--- src/rtl/core/cor_pkg.sv ---
// cor_pkg: shared constants and types for the circle outline rasterizer
// used by cor_front, cor_jobq, cor_back and circle_outline_rasterizer_core
package cor_pkg;

  localparam int COORD_BITS_DEFAULT = 12;
  localparam int JOBQ_DEPTH_DEFAULT = 2;

  localparam logic FUNC_START = 1'b0;
  localparam logic FUNC_STEP  = 1'b1;

  localparam logic [1:0] FIRST_SLOT = 2'd0;
  localparam logic [1:0] LAST_SLOT  = 2'd3;

  typedef struct packed {
    logic start;
    logic fin;
  } job_ctl_t;

  localparam int JOB_CTL_BITS = $bits(job_ctl_t);

endpackage

--- src/rtl/core/cor_front.sv ---
// cor_front: takes start and step transactions, keeps the offsets and error term,
// and hands one job per producing transaction to the job queue; uses cor_pkg
module cor_front import cor_pkg::*; #(
  parameter int COORD_BITS = COORD_BITS_DEFAULT
) (
  input  logic                         clk,
  input  logic                         rst,
  input  logic                         in_acc,
  input  logic                         func,
  input  logic [COORD_BITS-1:0]        center_x,
  input  logic [COORD_BITS-1:0]        center_y,
  input  logic [COORD_BITS-2:0]        radius,
  output logic                         job_push,
  output job_ctl_t                     job_ctl,
  output logic [COORD_BITS-1:0]        job_cx,
  output logic [COORD_BITS-1:0]        job_cy,
  output logic signed [COORD_BITS-1:0] job_x,
  output logic signed [COORD_BITS-1:0] job_y
);

  localparam int EW = COORD_BITS + 4;
  localparam logic signed [EW-1:0] ONE = 1;
  localparam logic signed [EW-1:0] TWO = 2;

  logic signed [COORD_BITS-1:0] offset_a;
  logic signed [COORD_BITS-1:0] offset_b;
  logic signed [EW-1:0]         step_error;
  logic                         active;
  logic [COORD_BITS-1:0]        held_center_x;
  logic [COORD_BITS-1:0]        held_center_y;

  logic signed [EW-1:0] a_w, b_w, b1_w, e1_w, a1_w, e2_w, start_error;
  logic                 cond_b, cond_a, fin;
  logic [EW-1:0]        radius_ext;
  logic [COORD_BITS-1:0] neg_radius;
  logic                 is_start;

  always_comb begin
    a_w    = {{(EW-COORD_BITS){offset_a[COORD_BITS-1]}}, offset_a};
    b_w    = {{(EW-COORD_BITS){offset_b[COORD_BITS-1]}}, offset_b};
    cond_b = step_error <= b_w;
    b1_w   = cond_b ? b_w + ONE : b_w;
    e1_w   = cond_b ? step_error + (b1_w <<< 1) + ONE : step_error;
    cond_a = (step_error > a_w) || (e1_w > b1_w);
    a1_w   = cond_a ? a_w + ONE : a_w;
    e2_w   = cond_a ? e1_w + (a1_w <<< 1) + ONE : e1_w;
    fin    = !a1_w[EW-1];
    radius_ext  = {{(EW-COORD_BITS+1){1'b0}}, radius};
    neg_radius  = ~{1'b0, radius} + 1'b1;
    start_error = TWO - $signed(radius_ext << 1);
  end

  assign is_start = (func == FUNC_START);
  assign job_push = in_acc && (is_start || active);

  always_comb begin
    job_ctl.start = is_start;
    job_ctl.fin   = !is_start && fin;
    job_cx        = is_start ? center_x : held_center_x;
    job_cy        = is_start ? center_y : held_center_y;
    job_x         = is_start ? '0 : offset_a;
    job_y         = is_start ? '0 : offset_b;
  end

  always_ff @(posedge clk) begin
    if (rst) begin
      offset_a      <= '0;
      offset_b      <= '0;
      step_error    <= '0;
      active        <= 1'b0;
      held_center_x <= '0;
      held_center_y <= '0;
    end else if (in_acc) begin
      if (is_start) begin
        held_center_x <= center_x;
        held_center_y <= center_y;
        offset_a      <= $signed(neg_radius);
        offset_b      <= '0;
        step_error    <= start_error;
        active        <= 1'b1;
      end else if (active) begin
        offset_a   <= a1_w[COORD_BITS-1:0];
        offset_b   <= b1_w[COORD_BITS-1:0];
        step_error <= e2_w;
        if (fin) begin
          active <= 1'b0;
        end
      end
    end
  end

  assert property (@(posedge clk) disable iff (rst)
    in_acc && !is_start && active && fin |=> !active)
    else $error("circle still active after its final step");

  assert property (@(posedge clk) disable iff (rst)
    active |-> offset_a[COORD_BITS-1] || (offset_a == '0 && offset_b == '0))
    else $error("x offset left its range while active");

  assert property (@(posedge clk) disable iff (rst)
    job_push && job_ctl.start |-> !job_ctl.fin)
    else $error("start job marked as final");

endmodule

--- src/rtl/core/cor_jobq.sv ---
// cor_jobq: small register queue of pending pixel jobs between front and back
// uses cor_pkg for the default depth
module cor_jobq import cor_pkg::*; #(
  parameter int W     = 8,
  parameter int DEPTH = JOBQ_DEPTH_DEFAULT
) (
  input  logic         clk,
  input  logic         rst,
  input  logic         push,
  input  logic [W-1:0] wdata,
  output logic         full,
  input  logic         pop,
  output logic [W-1:0] rdata,
  output logic         empty
);

  localparam int PW = (DEPTH > 1) ? $clog2(DEPTH) : 1;
  localparam int CW = $clog2(DEPTH + 1);
  localparam logic [PW-1:0] LAST_PTR = PW'(DEPTH - 1);
  localparam logic [CW-1:0] FULL_CNT = CW'(DEPTH);

  logic [W-1:0]  mem [DEPTH];
  logic [PW-1:0] wr_ptr;
  logic [PW-1:0] rd_ptr;
  logic [CW-1:0] count;
  logic          do_push;
  logic          do_pop;

  assign full    = (count == FULL_CNT);
  assign empty   = (count == '0);
  assign do_push = push && !full;
  assign do_pop  = pop && !empty;
  assign rdata   = mem[rd_ptr];

  always_ff @(posedge clk) begin
    if (do_push) begin
      mem[wr_ptr] <= wdata;
    end
  end

  always_ff @(posedge clk) begin
    if (rst) begin
      wr_ptr <= '0;
      rd_ptr <= '0;
      count  <= '0;
    end else begin
      if (do_push) begin
        wr_ptr <= (wr_ptr == LAST_PTR) ? '0 : wr_ptr + 1'b1;
      end
      if (do_pop) begin
        rd_ptr <= (rd_ptr == LAST_PTR) ? '0 : rd_ptr + 1'b1;
      end
      if (do_push && !do_pop) begin
        count <= count + 1'b1;
      end else if (do_pop && !do_push) begin
        count <= count - 1'b1;
      end
    end
  end

  assert property (@(posedge clk) disable iff (rst) count <= FULL_CNT)
    else $error("job queue count overflow");

  assert property (@(posedge clk) disable iff (rst) !(push && full))
    else $error("job pushed into full queue");

  assert property (@(posedge clk) disable iff (rst) !(pop && empty))
    else $error("job popped from empty queue");

  assert property (@(posedge clk) disable iff (rst)
    do_push && !do_pop |=> !empty)
    else $error("queue empty right after a push");

endmodule

--- src/rtl/core/cor_back.sv ---
// cor_back: expands each job into its pixels in the output register, one per cycle
// while it is empty or popped; uses cor_pkg for the job control type and slot codes
module cor_back import cor_pkg::*; #(
  parameter int COORD_BITS = COORD_BITS_DEFAULT
) (
  input  logic                         clk,
  input  logic                         rst,
  input  logic                         q_empty,
  output logic                         q_pop,
  input  job_ctl_t                     q_ctl,
  input  logic [COORD_BITS-1:0]        q_cx,
  input  logic [COORD_BITS-1:0]        q_cy,
  input  logic signed [COORD_BITS-1:0] q_x,
  input  logic signed [COORD_BITS-1:0] q_y,
  output logic                         empty,
  input  logic                         pop,
  output logic signed [COORD_BITS+1:0] pixel_x,
  output logic signed [COORD_BITS+1:0] pixel_y,
  output logic                         last,
  output logic                         done_res
);

  localparam int OB = COORD_BITS + 2;

  logic                         busy;
  logic [1:0]                   slot;
  job_ctl_t                     cur_ctl;
  logic [COORD_BITS-1:0]        cur_cx;
  logic [COORD_BITS-1:0]        cur_cy;
  logic signed [COORD_BITS-1:0] cur_x;
  logic signed [COORD_BITS-1:0] cur_y;
  logic                         ov;

  logic                 adv;
  logic                 load;
  logic signed [OB-1:0] cxe, cye, xe, ye, px, py;

  assign adv   = busy && (!ov || pop);
  assign load  = (!busy || (adv && slot == LAST_SLOT)) && !q_empty;
  assign q_pop = load;
  assign empty = !ov;

  always_comb begin
    cxe = $signed({2'b00, cur_cx});
    cye = $signed({2'b00, cur_cy});
    xe  = {{2{cur_x[COORD_BITS-1]}}, cur_x};
    ye  = {{2{cur_y[COORD_BITS-1]}}, cur_y};
    unique case (slot)
      2'd0: begin
        px = cxe - xe;
        py = cye + ye;
      end
      2'd1: begin
        px = cxe - ye;
        py = cye - xe;
      end
      2'd2: begin
        px = cxe + xe;
        py = cye - ye;
      end
      default: begin
        px = cxe + ye;
        py = cye + xe;
      end
    endcase
  end

  always_ff @(posedge clk) begin
    if (rst) begin
      busy <= 1'b0;
      slot <= FIRST_SLOT;
      ov   <= 1'b0;
    end else begin
      if (adv) begin
        ov <= 1'b1;
      end else if (pop) begin
        ov <= 1'b0;
      end
      if (load) begin
        busy <= 1'b1;
        slot <= q_ctl.start ? LAST_SLOT : FIRST_SLOT;
      end else if (adv) begin
        slot <= slot + 1'b1;
        if (slot == LAST_SLOT) begin
          busy <= 1'b0;
        end
      end
    end
  end

  always_ff @(posedge clk) begin
    if (load) begin
      cur_ctl <= q_ctl;
      cur_cx  <= q_cx;
      cur_cy  <= q_cy;
      cur_x   <= q_x;
      cur_y   <= q_y;
    end
    if (adv) begin
      pixel_x  <= px;
      pixel_y  <= py;
      last     <= (slot == LAST_SLOT);
      done_res <= (slot == LAST_SLOT) && cur_ctl.fin;
    end
  end

  assert property (@(posedge clk) disable iff (rst)
    adv && slot == LAST_SLOT |=> ov && last)
    else $error("last slot not flagged on output");

  assert property (@(posedge clk) disable iff (rst)
    ov && done_res |-> last)
    else $error("done without last");

  assert property (@(posedge clk) disable iff (rst)
    busy && !adv && !load |=> busy && $stable(slot))
    else $error("job slot moved while stalled");

endmodule

--- src/rtl/core/circle_outline_rasterizer_core.sv ---
// circle_outline_rasterizer_core: top level of the midpoint circle outline generator
// instantiates cor_front, cor_jobq and cor_back; uses cor_pkg
//
// input channel: push/full. a transaction with func = start loads center_x,
// center_y and radius and produces one pixel at the center (last = 1). a
// transaction with func = step produces four symmetric outline pixels, last on
// the fourth, done_res on the fourth of the step that ends the circle. a step
// while no circle is running produces nothing. a start while running restarts.
// output channel: empty/pop, the oldest pixel is on the ports while empty is low.
// each job goes through the job queue and the back's job registers to the ports.
// throughput: one pixel per cycle out of the output register while it is popped;
// the job queue lets the front take new transactions while the back is still
// emitting pixels.
// when pop stays low the output register holds, the back stops, the queue
// fills and full rises. reset empties the queue and output and makes the
// generator idle; there is no clearing pass.
module circle_outline_rasterizer_core import cor_pkg::*; #(
  parameter int COORD_BITS = COORD_BITS_DEFAULT
) (
  input  logic                         clk,
  input  logic                         rst,
  input  logic                         push,
  output logic                         full,
  input  logic                         func,
  input  logic [COORD_BITS-1:0]        center_x,
  input  logic [COORD_BITS-1:0]        center_y,
  input  logic [COORD_BITS-2:0]        radius,
  output logic                         empty,
  input  logic                         pop,
  output logic signed [COORD_BITS+1:0] pixel_x,
  output logic signed [COORD_BITS+1:0] pixel_y,
  output logic                         last,
  output logic                         done_res
);

  localparam int JW = JOB_CTL_BITS + 4 * COORD_BITS;

  logic                         in_acc;
  logic                         job_push;
  job_ctl_t                     job_ctl;
  logic [COORD_BITS-1:0]        job_cx, job_cy;
  logic signed [COORD_BITS-1:0] job_x, job_y;
  logic [JW-1:0]                wdata, rdata;
  logic                         q_empty, q_pop;
  job_ctl_t                     q_ctl;
  logic [COORD_BITS-1:0]        q_cx, q_cy;
  logic signed [COORD_BITS-1:0] q_x, q_y;

  assign in_acc = push && !full;
  assign wdata  = {job_ctl, job_cx, job_cy, job_x, job_y};
  assign {q_ctl, q_cx, q_cy, q_x, q_y} = rdata;

  cor_front #(
    .COORD_BITS(COORD_BITS)
  ) u_front (
    .clk     (clk),
    .rst     (rst),
    .in_acc  (in_acc),
    .func    (func),
    .center_x(center_x),
    .center_y(center_y),
    .radius  (radius),
    .job_push(job_push),
    .job_ctl (job_ctl),
    .job_cx  (job_cx),
    .job_cy  (job_cy),
    .job_x   (job_x),
    .job_y   (job_y)
  );

  cor_jobq #(
    .W    (JW),
    .DEPTH(JOBQ_DEPTH_DEFAULT)
  ) u_jobq (
    .clk  (clk),
    .rst  (rst),
    .push (job_push),
    .wdata(wdata),
    .full (full),
    .pop  (q_pop),
    .rdata(rdata),
    .empty(q_empty)
  );

  cor_back #(
    .COORD_BITS(COORD_BITS)
  ) u_back (
    .clk     (clk),
    .rst     (rst),
    .q_empty (q_empty),
    .q_pop   (q_pop),
    .q_ctl   (q_ctl),
    .q_cx    (q_cx),
    .q_cy    (q_cy),
    .q_x     (q_x),
    .q_y     (q_y),
    .empty   (empty),
    .pop     (pop),
    .pixel_x (pixel_x),
    .pixel_y (pixel_y),
    .last    (last),
    .done_res(done_res)
  );

endmodule
--- config.mk ---
export PLATFORM = sky130hd
export DESIGN_NAME = circle_outline_rasterizer_core
export DESIGN_NICKNAME = d
export VERILOG_FILES = /design/src/rtl/core/cor_pkg.sv /design/src/rtl/core/cor_front.sv /design/src/rtl/core/cor_jobq.sv /design/src/rtl/core/cor_back.sv /design/src/rtl/core/circle_outline_rasterizer_core.sv
export SDC_FILE = /design/constraint.sdc
export NUM_CORES = 1
export LEC_CHECK = 0
export BUFFER_PORTS_ARGS = -buffer_cell sky130_fd_sc_hd__buf_2
export CAP_MARGIN = 20
export CORE_ASPECT_RATIO = 0.6
export CORE_MARGIN = 3
export CORE_UTILIZATION = 56
export CTS_CLUSTER_SIZE = 12
export DETAILED_ROUTE_END_ITERATION = 10
export GPL_TIMING_DRIVEN = 0
export PLACE_DENSITY_LB_ADDON = 0.3
export SKIP_CTS_REPAIR_TIMING = 1
export SLEW_MARGIN = 20
export SYNTH_ARGS = -nofsm -noshare
export SYNTH_HDL_FRONTEND = slang
export SYNTH_SLANG_ARGS = --single-unit
--- constraint.sdc ---
create_clock -name clk -period 9 [get_ports clk]
set_input_delay 0.9 -clock clk [delete_from_list [all_inputs] [get_ports clk]]
set_output_delay 0.9 -clock clk [all_outputs]
set_load 0.01 [all_outputs]
Yosys cells after proc, flatten, opt, wreduce, memory -nomap -nowiden
Memory sizes are Yosys's and may differ from the RTL's. A register that Yosys moved wholly into a read port is not among the register bits. Cells that the tools add are included.

$lt $le $gt $ge: 3. Div/mod/pow operators: 0. $add $sub $neg: 21. Bitwise gates (word level): 2. Reductions and logical operators: 30. $mul: 0. Mux-type cells: 35. Equality and inequality tests: 5. Shift operators: 0.

Operators by type and width (number): $mux W12 (8); $mux W16 (6); $pmux W14 S3 (2); $add A13 B12 Y14 (4); $sub A13 B12 Y14 (4); $add A16 B16 Y16 (2); $add A16 B2 Y16 const B (2); $add A12 B2 Y13 const B (2); $gt A16 B12 Y1 (1); $gt A16 B16 Y1 (1); $le A16 B12 Y1 (1); $mux W1 (14); $sub A2 B12 Y13 const A (1); $add A12 B1 Y12 const B (1); $not A11 Y12 (1); $logic_and A1 B1 Y1 (11); $mux W2 (5); $reduce_bool A2 Y1 (4); $logic_not A1 Y1 (7); $eq A2 B2 Y1 const B (3); $add A2 B1 Y2 const B (2); $logic_not A2 Y1 (2); $logic_or A1 B1 Y1 (4); $reduce_and A2 Y1 (2); other kinds (5) (6).

Logic and storage cells: 118. Memories: 1. Bits of input ports: 40. Register bits after elaboration: 152. Output and inout port bits: 32. Bits in writable memories: 100. Bits in read-only memories: 0. Bits in latches: 0.

Memory list: u_jobq.mem (words 2, width 50, rd ports 1, clocked after memory_dff 1, wr ports 1, line cor_jobq.sv:22) `logic [W-1:0] mem [DEPTH];`.

Logic depth before layout (Yosys ltp)
Depth after elaboration: 13. Mapped depth: 46.

Modules after synthesis
Synthesis repeated with hierarchy kept, for this count alone.

Cell total of the unflattened synthesis: 1527. Area total of the unflattened synthesis: 15524.9 µm².

By module, submodules not included: cor_front (instances 1, sequential area each 1301.2 µm², area each 6741.5 µm², cells each 887); cor_back (instances 1, sequential area each 2452.4 µm², area each 4957.3 µm², cells each 458); cor_jobq (instances 1, sequential area each 3103.0 µm², area each 3812.4 µm², cells each 181); circle_outline_rasterizer_core (instances 1, sequential area each 0.0 µm², area each 13.8 µm², cells each 1).

Least setup slack after synthesis
No wires, ideal clock.

Path type: reg-to-reg. Start point: register u_front.offset_b[11]. End point: register u_front.step_error[8]. Stages on the path, launching flop included: 43. Arrival time: 8.433 ns. Path buffers: 3. Period minus slack after synthesis: 8.503 ns. Required time: 8.930 ns. Path slack: 0.497 ns. Path through: dfxtp_1 inv_1 ha_1 a21o_1 a21o_1 a22o_1 or3_1 a21oi_1 clkbuf_1 nor2_1 a21oi_1 inv_1 ha_1 nor2b_1 o21ai_0 a21boi_0 o21ai_0 a21oi_1 [7 not listed] o211ai_1 o311ai_4 buf_2 buf_2 xor2_1 inv_1 fa_1 nor2b_1 o21ai_0 a21boi_0 o21ai_0 a21boi_0 o21ai_0 nand2b_1 xor2_1 mux2i_1 a211o_1 a21oi_1.

Word-level cells in the longest chain between the ends: 13. Elaborated cells between the ends (all ways): 14. Classes of those cells: 5 x add/sub; 2 x order compare; 6 x mux; 1 x reduce/logical.

Ends and longest elaborated chain: start: declaration (line cor_front.sv:26) `logic signed [COORD_BITS-1:0] offset_b;`; start signal: assignment (line cor_front.sv:83) `offset_b <= b1_w[COORD_BITS-1:0];`; $le A16 B12 Y1 or $add A12 B2 Y13 (tied branches) (line cor_front.sv:41, cor_front.sv:42); $mux W16 (line cor_front.sv:42) `b1_w = cond_b ? b_w + ONE : b_w;`; $add A16 B16 Y16 (line cor_front.sv:43) `e1_w = cond_b ? step_error + (b1_w <<< 1) + ONE : step_error;`; $add A16 B2 Y16 (line cor_front.sv:43); $mux W16 (line cor_front.sv:43); $gt A16 B16 Y1 (line cor_front.sv:44) `cond_a = (step_error > a_w) || (e1_w > b1_w);`; $logic_or A1 B1 Y1 (line cor_front.sv:44); $mux W16 (line cor_front.sv:45) `a1_w = cond_a ? a_w + ONE : a_w;`; $add A16 B16 Y16 (line cor_front.sv:46) `e2_w = cond_a ? e1_w + (a1_w <<< 1) + ONE : e1_w;`; $add A16 B2 Y16 (line cor_front.sv:46); $mux W16 (*) (line cor_front.sv:46); $mux W16 (*) (line cor_front.sv:81) `end else if (active) begin`; $mux W16 (*) (line cor_front.sv:74) `if (is_start) begin`; end signal: assignment (line cor_front.sv:79) `step_error <= start_error;`; end signal: assignment (line cor_front.sv:84) `step_error <= e2_w;`; end: declaration (line cor_front.sv:27) `logic signed [EW-1:0] step_error;`.

Every way passes the cells marked *; elsewhere a longest branch is shown, timed or not. The select of a mux whose other input is x is not followed. A chain may end at the register's enable or synchronous reset.

Worst setup path after layout
Start point: register u_front.step_error[9]. End point: register u_front.step_error[15].

Word-level cells in the longest chain between the ends: 13. Elaborated cells between the ends (all ways): 14. Classes of those cells: 4 x add/sub; 3 x order compare; 6 x mux; 1 x reduce/logical.

Ends and longest elaborated chain: $le A16 B12 Y1 (line cor_front.sv:41) `cond_b = step_error <= b_w;`; $mux W16 (line cor_front.sv:42); $add A16 B16 Y16 (line cor_front.sv:43); $add A16 B2 Y16 (line cor_front.sv:43); $mux W16 (line cor_front.sv:43); $gt A16 B16 Y1 (line cor_front.sv:44); $logic_or A1 B1 Y1 (line cor_front.sv:44); $mux W16 (line cor_front.sv:45); $add A16 B16 Y16 (line cor_front.sv:46); $add A16 B2 Y16 (line cor_front.sv:46); $mux W16 (*) (line cor_front.sv:46); $mux W16 (*) (line cor_front.sv:81); $mux W16 (*) (line cor_front.sv:74).

Marks and branches as above.

==> metrics.txt <==
# TYPE chip_impl_metric gauge
chip_impl_metric{name="relSlewSlack",unit=""} 0.257
chip_impl_metric{name="grt.overflow.total",unit=""} 0
chip_impl_metric{name="cp_slowest_stage_delay",unit="ns"} 0.45
chip_impl_metric{name="fin_tns_setup",unit="ns"} 0
chip_impl_metric{name="p_switching",unit="mW"} 2.96
chip_impl_metric{name="fp.dieArea",unit="um^2"} 28800
chip_impl_metric{name="clkTransAtPathRegs",unit="ns"} 0.07
chip_impl_metric{name="min_period_over_period",unit=""} 0.987
chip_impl_info{name="timing.setup.critical_path_class",value="reg -> reg"} 1
chip_impl_metric{name="placementRows",unit=""} 45
chip_impl_metric{name="postSynthNetCount",unit=""} 1651
chip_impl_metric{name="yosys.cell_types.count",unit=""} 72
chip_impl_metric{name="post_synth_inst_count",unit=""} 1497
chip_impl_metric{name="ff2ff_path_depth",unit=""} 42
chip_impl_metric{name="first_pass_iters",unit=""} 7
chip_impl_metric{name="die_width",unit="um"} 217
chip_impl_metric{name="maximum_number_of_pins_on_one_net_before_global_route_repair",unit=""} 51
chip_impl_info{name="run_status",value="complete, no violations"} 1
chip_impl_metric{name="synth-compound-area-share",unit=""} 0.156
chip_impl_metric{name="wl",unit="um"} 44200
chip_impl_metric{name="worst_case_clock_skew",unit="ns"} 0.0148
chip_impl_info{name="grt_setup_unrepaired",value="yes"} 1
chip_impl_metric{name="synth_fa_ha_area_frac",unit=""} 0.0974
chip_impl_metric{name="clkSinkCount",unit=""} 253
chip_impl_metric{name="critical_path_peak_fanout",unit=""} 7
chip_impl_info{name="layout_common_cells",value="sky130_fd_sc_hd__edfxtp_1, sky130_fd_sc_hd__nand2_1, sky130_fd_sc_hd__a21oi_1, sky130_fd_sc_hd__nor2_1, sky130_fd_sc_hd__ha_1"} 1
chip_impl_info{name="mostFrequentLayoutCell",value="sky130_fd_sc_hd__edfxtp_1"} 1
chip_impl_metric{name="achievable-frequency",unit="GHz"} 0.113
chip_impl_metric{name="tightestPinTransition",unit="ns"} 1.11
chip_impl_metric{name="core-area",unit="um^2"} 25800
chip_impl_info{name="end_kind",value="flop"} 1
chip_impl_metric{name="dpl_cell_area",unit="um^2"} 15800
chip_impl_metric{name="detailedRoute.firstIterationViolations",unit=""} 1711
chip_impl_metric{name="cp_data_arrival_time",unit="ns"} 9.32
chip_impl_metric{name="sequential_to_total_area_share_from_yosys_stat",unit=""} 0.458
chip_impl_metric{name="finalHoldViolCount",unit=""} 0
chip_impl_metric{name="cp.required",unit="ns"} 9.43
chip_impl_metric{name="power.leakage",unit="nW"} 6.76
chip_impl_metric{name="irDropWorstVdd",unit="mV"} 0.194
chip_impl_metric{name="drive_gt1_frac",unit=""} 0.201
chip_impl_metric{name="syn-mean-instance-area",unit="um^2"} 9.99
chip_impl_metric{name="final_core_utilization",unit=""} 0.676
chip_impl_metric{name="design.final.nets",unit=""} 1782
chip_impl_metric{name="switching_fraction",unit=""} 0.436
chip_impl_metric{name="final_area",unit="um^2"} 17400
chip_impl_metric{name="intPower",unit="mW"} 3.82
chip_impl_metric{name="ys_seq_elements",unit=""} 253
chip_impl_info{name="tritoncts",value="built"} 1
chip_impl_metric{name="ant_nets",unit=""} 0
chip_impl_metric{name="power_frac_seq",unit=""} 0.280
chip_impl_metric{name="via_density",unit=""} 6.22
chip_impl_metric{name="combinationalPowerShare",unit=""} 0.572
chip_impl_metric{name="placement.io_buffers",unit=""} 68
chip_impl_metric{name="routedWlPerCell",unit="um"} 22.1
chip_impl_metric{name="hold_path_cells",unit=""} 2
chip_impl_metric{name="worstSkewPairLatency",unit="ns"} 0.55
chip_impl_info{name="min-delay-start",value="u_front.held_center_x[2]$_SDFFE_PP0P_"} 1
chip_impl_info{name="worstHoldPathType",value="reg -> reg"} 1
chip_impl_info{name="reg2reg_to",value="u_front.step_error[15]$_SDFFE_PP0P_"} 1
chip_impl_metric{name="syn-cell-area",unit="um^2"} 15000
chip_impl_metric{name="cts_htree_levels",unit=""} 1
chip_impl_info{name="worstHoldEndpoint",value="u_front.held_center_x[2]$_SDFFE_PP0P_"} 1
chip_impl_metric{name="initial_utilization",unit=""} 0.580
chip_impl_metric{name="area_growth",unit="%"} 16.5
chip_impl_info{name="ctsRootBufferMaster",value="sky130_fd_sc_hd__clkbuf_16"} 1
chip_impl_metric{name="clkPwrFrac",unit=""} 0.148
chip_impl_metric{name="edff_count_synth",unit=""} 179
chip_impl_metric{name="placed_wire_length_estimate",unit="um"} 32600
chip_impl_metric{name="number_of_buffers_created_by_cts",unit=""} 25
chip_impl_metric{name="grt_pass1_wl",unit="um"} 66200
chip_impl_metric{name="number_of_antenna_violations_at_the_first_check_in_global_routing",unit=""} 3
chip_impl_metric{name="timing_max_transition_violations_final",unit=""} 0
chip_impl_info{name="synth_top_family_by_area",value="compound AO/OA/AOI/OAI gates"} 1
chip_impl_metric{name="groute.usage.overall",unit=""} 0.297
chip_impl_metric{name="reg2reg_slack",unit="ns"} 0.11
chip_impl_metric{name="synth-warning-count",unit=""} 0
chip_impl_info{name="start_kind",value="flop"} 1
chip_impl_metric{name="async_set_or_reset_register_ratio_after_synthesis",unit=""} 0
chip_impl_metric{name="grt_pass1_vias",unit=""} 11300
chip_impl_metric{name="boundaryPins",unit=""} 72
chip_impl_metric{name="finalWeightedCongestion",unit=""} 1.01
chip_impl_info{name="timing.rr.start",value="u_front.step_error[9]$_SDFFE_PP0P_"} 1
chip_impl_metric{name="synth-simple-area-share",unit=""} 0.124
chip_impl_info{name="cpMaxStageDelayCell",value="sky130_fd_sc_hd__dfxtp_4"} 1
chip_impl_metric{name="max-cap-violations",unit=""} 0
chip_impl_metric{name="via_count",unit=""} 12400
chip_impl_metric{name="floorplan.die.height",unit="um"} 133
chip_impl_metric{name="cts_max_path_buffers",unit=""} 3
chip_impl_metric{name="post-route-drc-count",unit=""} 0
chip_impl_info{name="synthFlopType",value="sky130_fd_sc_hd__edfxtp_1"} 1
chip_impl_metric{name="layout_min_cycle_time",unit="ns"} 8.89
chip_impl_metric{name="timing.final.setup_violations",unit=""} 0
chip_impl_metric{name="power_density",unit="nW/um^2"} 389
chip_impl_metric{name="post_synth_mux_area_share",unit=""} 0.0632
chip_impl_metric{name="synth_xor_xnor_area_share",unit=""} 0.0591
## cell families after synthesis
family | after synthesis
buffers and inverters | 162
flip-flops | 253
AND/OR/NAND/NOR | 410
adder cells (fa/ha/maj) | 114
XOR/XNOR | 101
multiplexers | 85
AO/OA/AOI/OAI | 372
## power by group through the flow
| stage | Clock [mW] | Combinational (mW) | Sequential (mW) |
|---|---|---|---|
| 6_report | 1.00 | 3.88 | 1.90 |
| 5_1_grt | 1.06 | 4.23 | 1.92 |
| 4_1_cts | 1.01 | 3.38 | 1.88 |
| 3_5_place_dp | 0 | 3.36 | 1.90 |
| 3_3_place_gp | 0 | 3.24 | 1.90 |
| 2_1_floorplan | 0 | 2.41 | 1.84 |
## final cells by class
type                    instances  area (um^2)
diodes                          1         2.50
plain buffers                  59          248
clock buffers                  42          701
clock inverters                 4         57.6
fillers                      2007         8360
inverters                      99          378
multi-input cells            1082         8030
flip-flops and latches        253         6890
well taps                     352          440
repair buffers                108          686
## registers in the layout (all words and copies together), names as in the netlist, named ones only
register	flops
u_front.held_center_x	12
u_back.pixel_y	14
u_back.cur_x	12
u_back.done_res	1
u_front.active	1
u_back.ov	1
u_jobq.count	2
u_back.cur_y	12
u_back.slot	2
u_front.step_error	16
u_back.cur_ctl	1
u_jobq.rd_ptr	1
u_front.offset_a	12
u_jobq.wr_ptr	1
u_front.offset_b	12
u_back.busy	1
u_jobq.mem	100
u_back.last	1
u_front.held_center_y	12
u_back.pixel_x	14
u_back.cur_cy	12
u_back.cur_cx	12
## cell usage after synthesis, types with 8 or more instances
master,count,share of area
sky130_fd_sc_hd__nor2b_1,9,0.0038
sky130_fd_sc_hd__and3_1,10,0.0042
sky130_fd_sc_hd__nor2_1,126,0.032
sky130_fd_sc_hd__buf_1,12,0.0030
sky130_fd_sc_hd__a21boi_0,8,0.0040
sky130_fd_sc_hd__o21ai_0,80,0.027
sky130_fd_sc_hd__nor3_1,35,0.012
sky130_fd_sc_hd__nand2b_1,9,0.0038
sky130_fd_sc_hd__o211ai_1,9,0.0045
sky130_fd_sc_hd__a22oi_1,13,0.0065
sky130_fd_sc_hd__nand2_1,140,0.035
sky130_fd_sc_hd__ha_1,110,0.092
sky130_fd_sc_hd__a21oi_1,140,0.047
sky130_fd_sc_hd__xor2_1,39,0.023
sky130_fd_sc_hd__mux2_2,76,0.057
sky130_fd_sc_hd__edfxtp_1,179,0.36
sky130_fd_sc_hd__mux2i_1,9,0.0060
sky130_fd_sc_hd__clkbuf_1,48,0.012
sky130_fd_sc_hd__nand4_1,15,0.0063
sky130_fd_sc_hd__a21o_1,21,0.011
sky130_fd_sc_hd__nand3_1,23,0.0077
sky130_fd_sc_hd__xnor2_1,62,0.036
sky130_fd_sc_hd__and2_1,9,0.0038
sky130_fd_sc_hd__dfxtp_1,74,0.099
sky130_fd_sc_hd__a211oi_1,19,0.0095
sky130_fd_sc_hd__inv_1,98,0.025
sky130_fd_sc_hd__or3_1,10,0.0042
sky130_fd_sc_hd__o22ai_1,9,0.0038
## metrics by stage
step / total power, mW / setup slack [ns] / std cells / hold WS [ns]
global placement: 5.14 / -1.73 / 1917 / 0.438
detailed placement: 5.25 / -1.80 / 1920 / 0.445
global route: 7.20 / -0.216 / 1999 / 0.472
finish: 6.78 / 0.115 / 2000 / 0.455
floorplan: 4.25 / 0.497 / 1497 / 0.433
CTS: 6.27 / -1.89 / 1966 / 0.453
## worst max-delay path by stage
stage | startpoint | to | slack, ns | cells after the start
2_1_floorplan | u_front.offset_b[11]$_SDFFE_PP0P_ | u_front.step_error[8]$_SDFFE_PP0P_ | 0.50 | 42
6_report | u_front.step_error[9]$_SDFFE_PP0P_ | u_front.step_error[15]$_SDFFE_PP0P_ | 0.11 | 42
4_1_cts | u_front.step_error[9]$_SDFFE_PP0P_ | u_front.step_error[8]$_SDFFE_PP0P_ | -1.89 | 42
3_5_place_dp | u_front.step_error[9]$_SDFFE_PP0P_ | u_front.step_error[8]$_SDFFE_PP0P_ | -1.80 | 42
3_3_place_gp | u_front.step_error[9]$_SDFFE_PP0P_ | u_front.step_error[12]$_SDFFE_PP0P_ | -1.73 | 42
5_1_grt | u_front.offset_b[6]$_SDFFE_PP0P_ | u_front.step_error[15]$_SDFFE_PP0P_ | -0.22 | 45
## metal layers
layer	global-route usage	vias to the layer above	wire [um]
met2	0.381	741	16800
met5	0	-	0
met3	0.110	79	6470
met1	0.476	5944	20300
met4	0.0485	0	716
li1	-	5680	-
## worst max-delay path, delay by kind of cell, from the launching register on
family / cells / cell delay (ns)
buffers and inverters: 4 / 0.49
XOR/XNOR: 5 / 0.86
flip-flops: 1 / 0.45
AND/OR/NAND/NOR: 10 / 1.82
AO/OA/AOI/OAI: 19 / 4.02
adder cells (fa/ha/maj): 4 / 1.08
No activity file was read; power rests on OpenSTA's default activity.
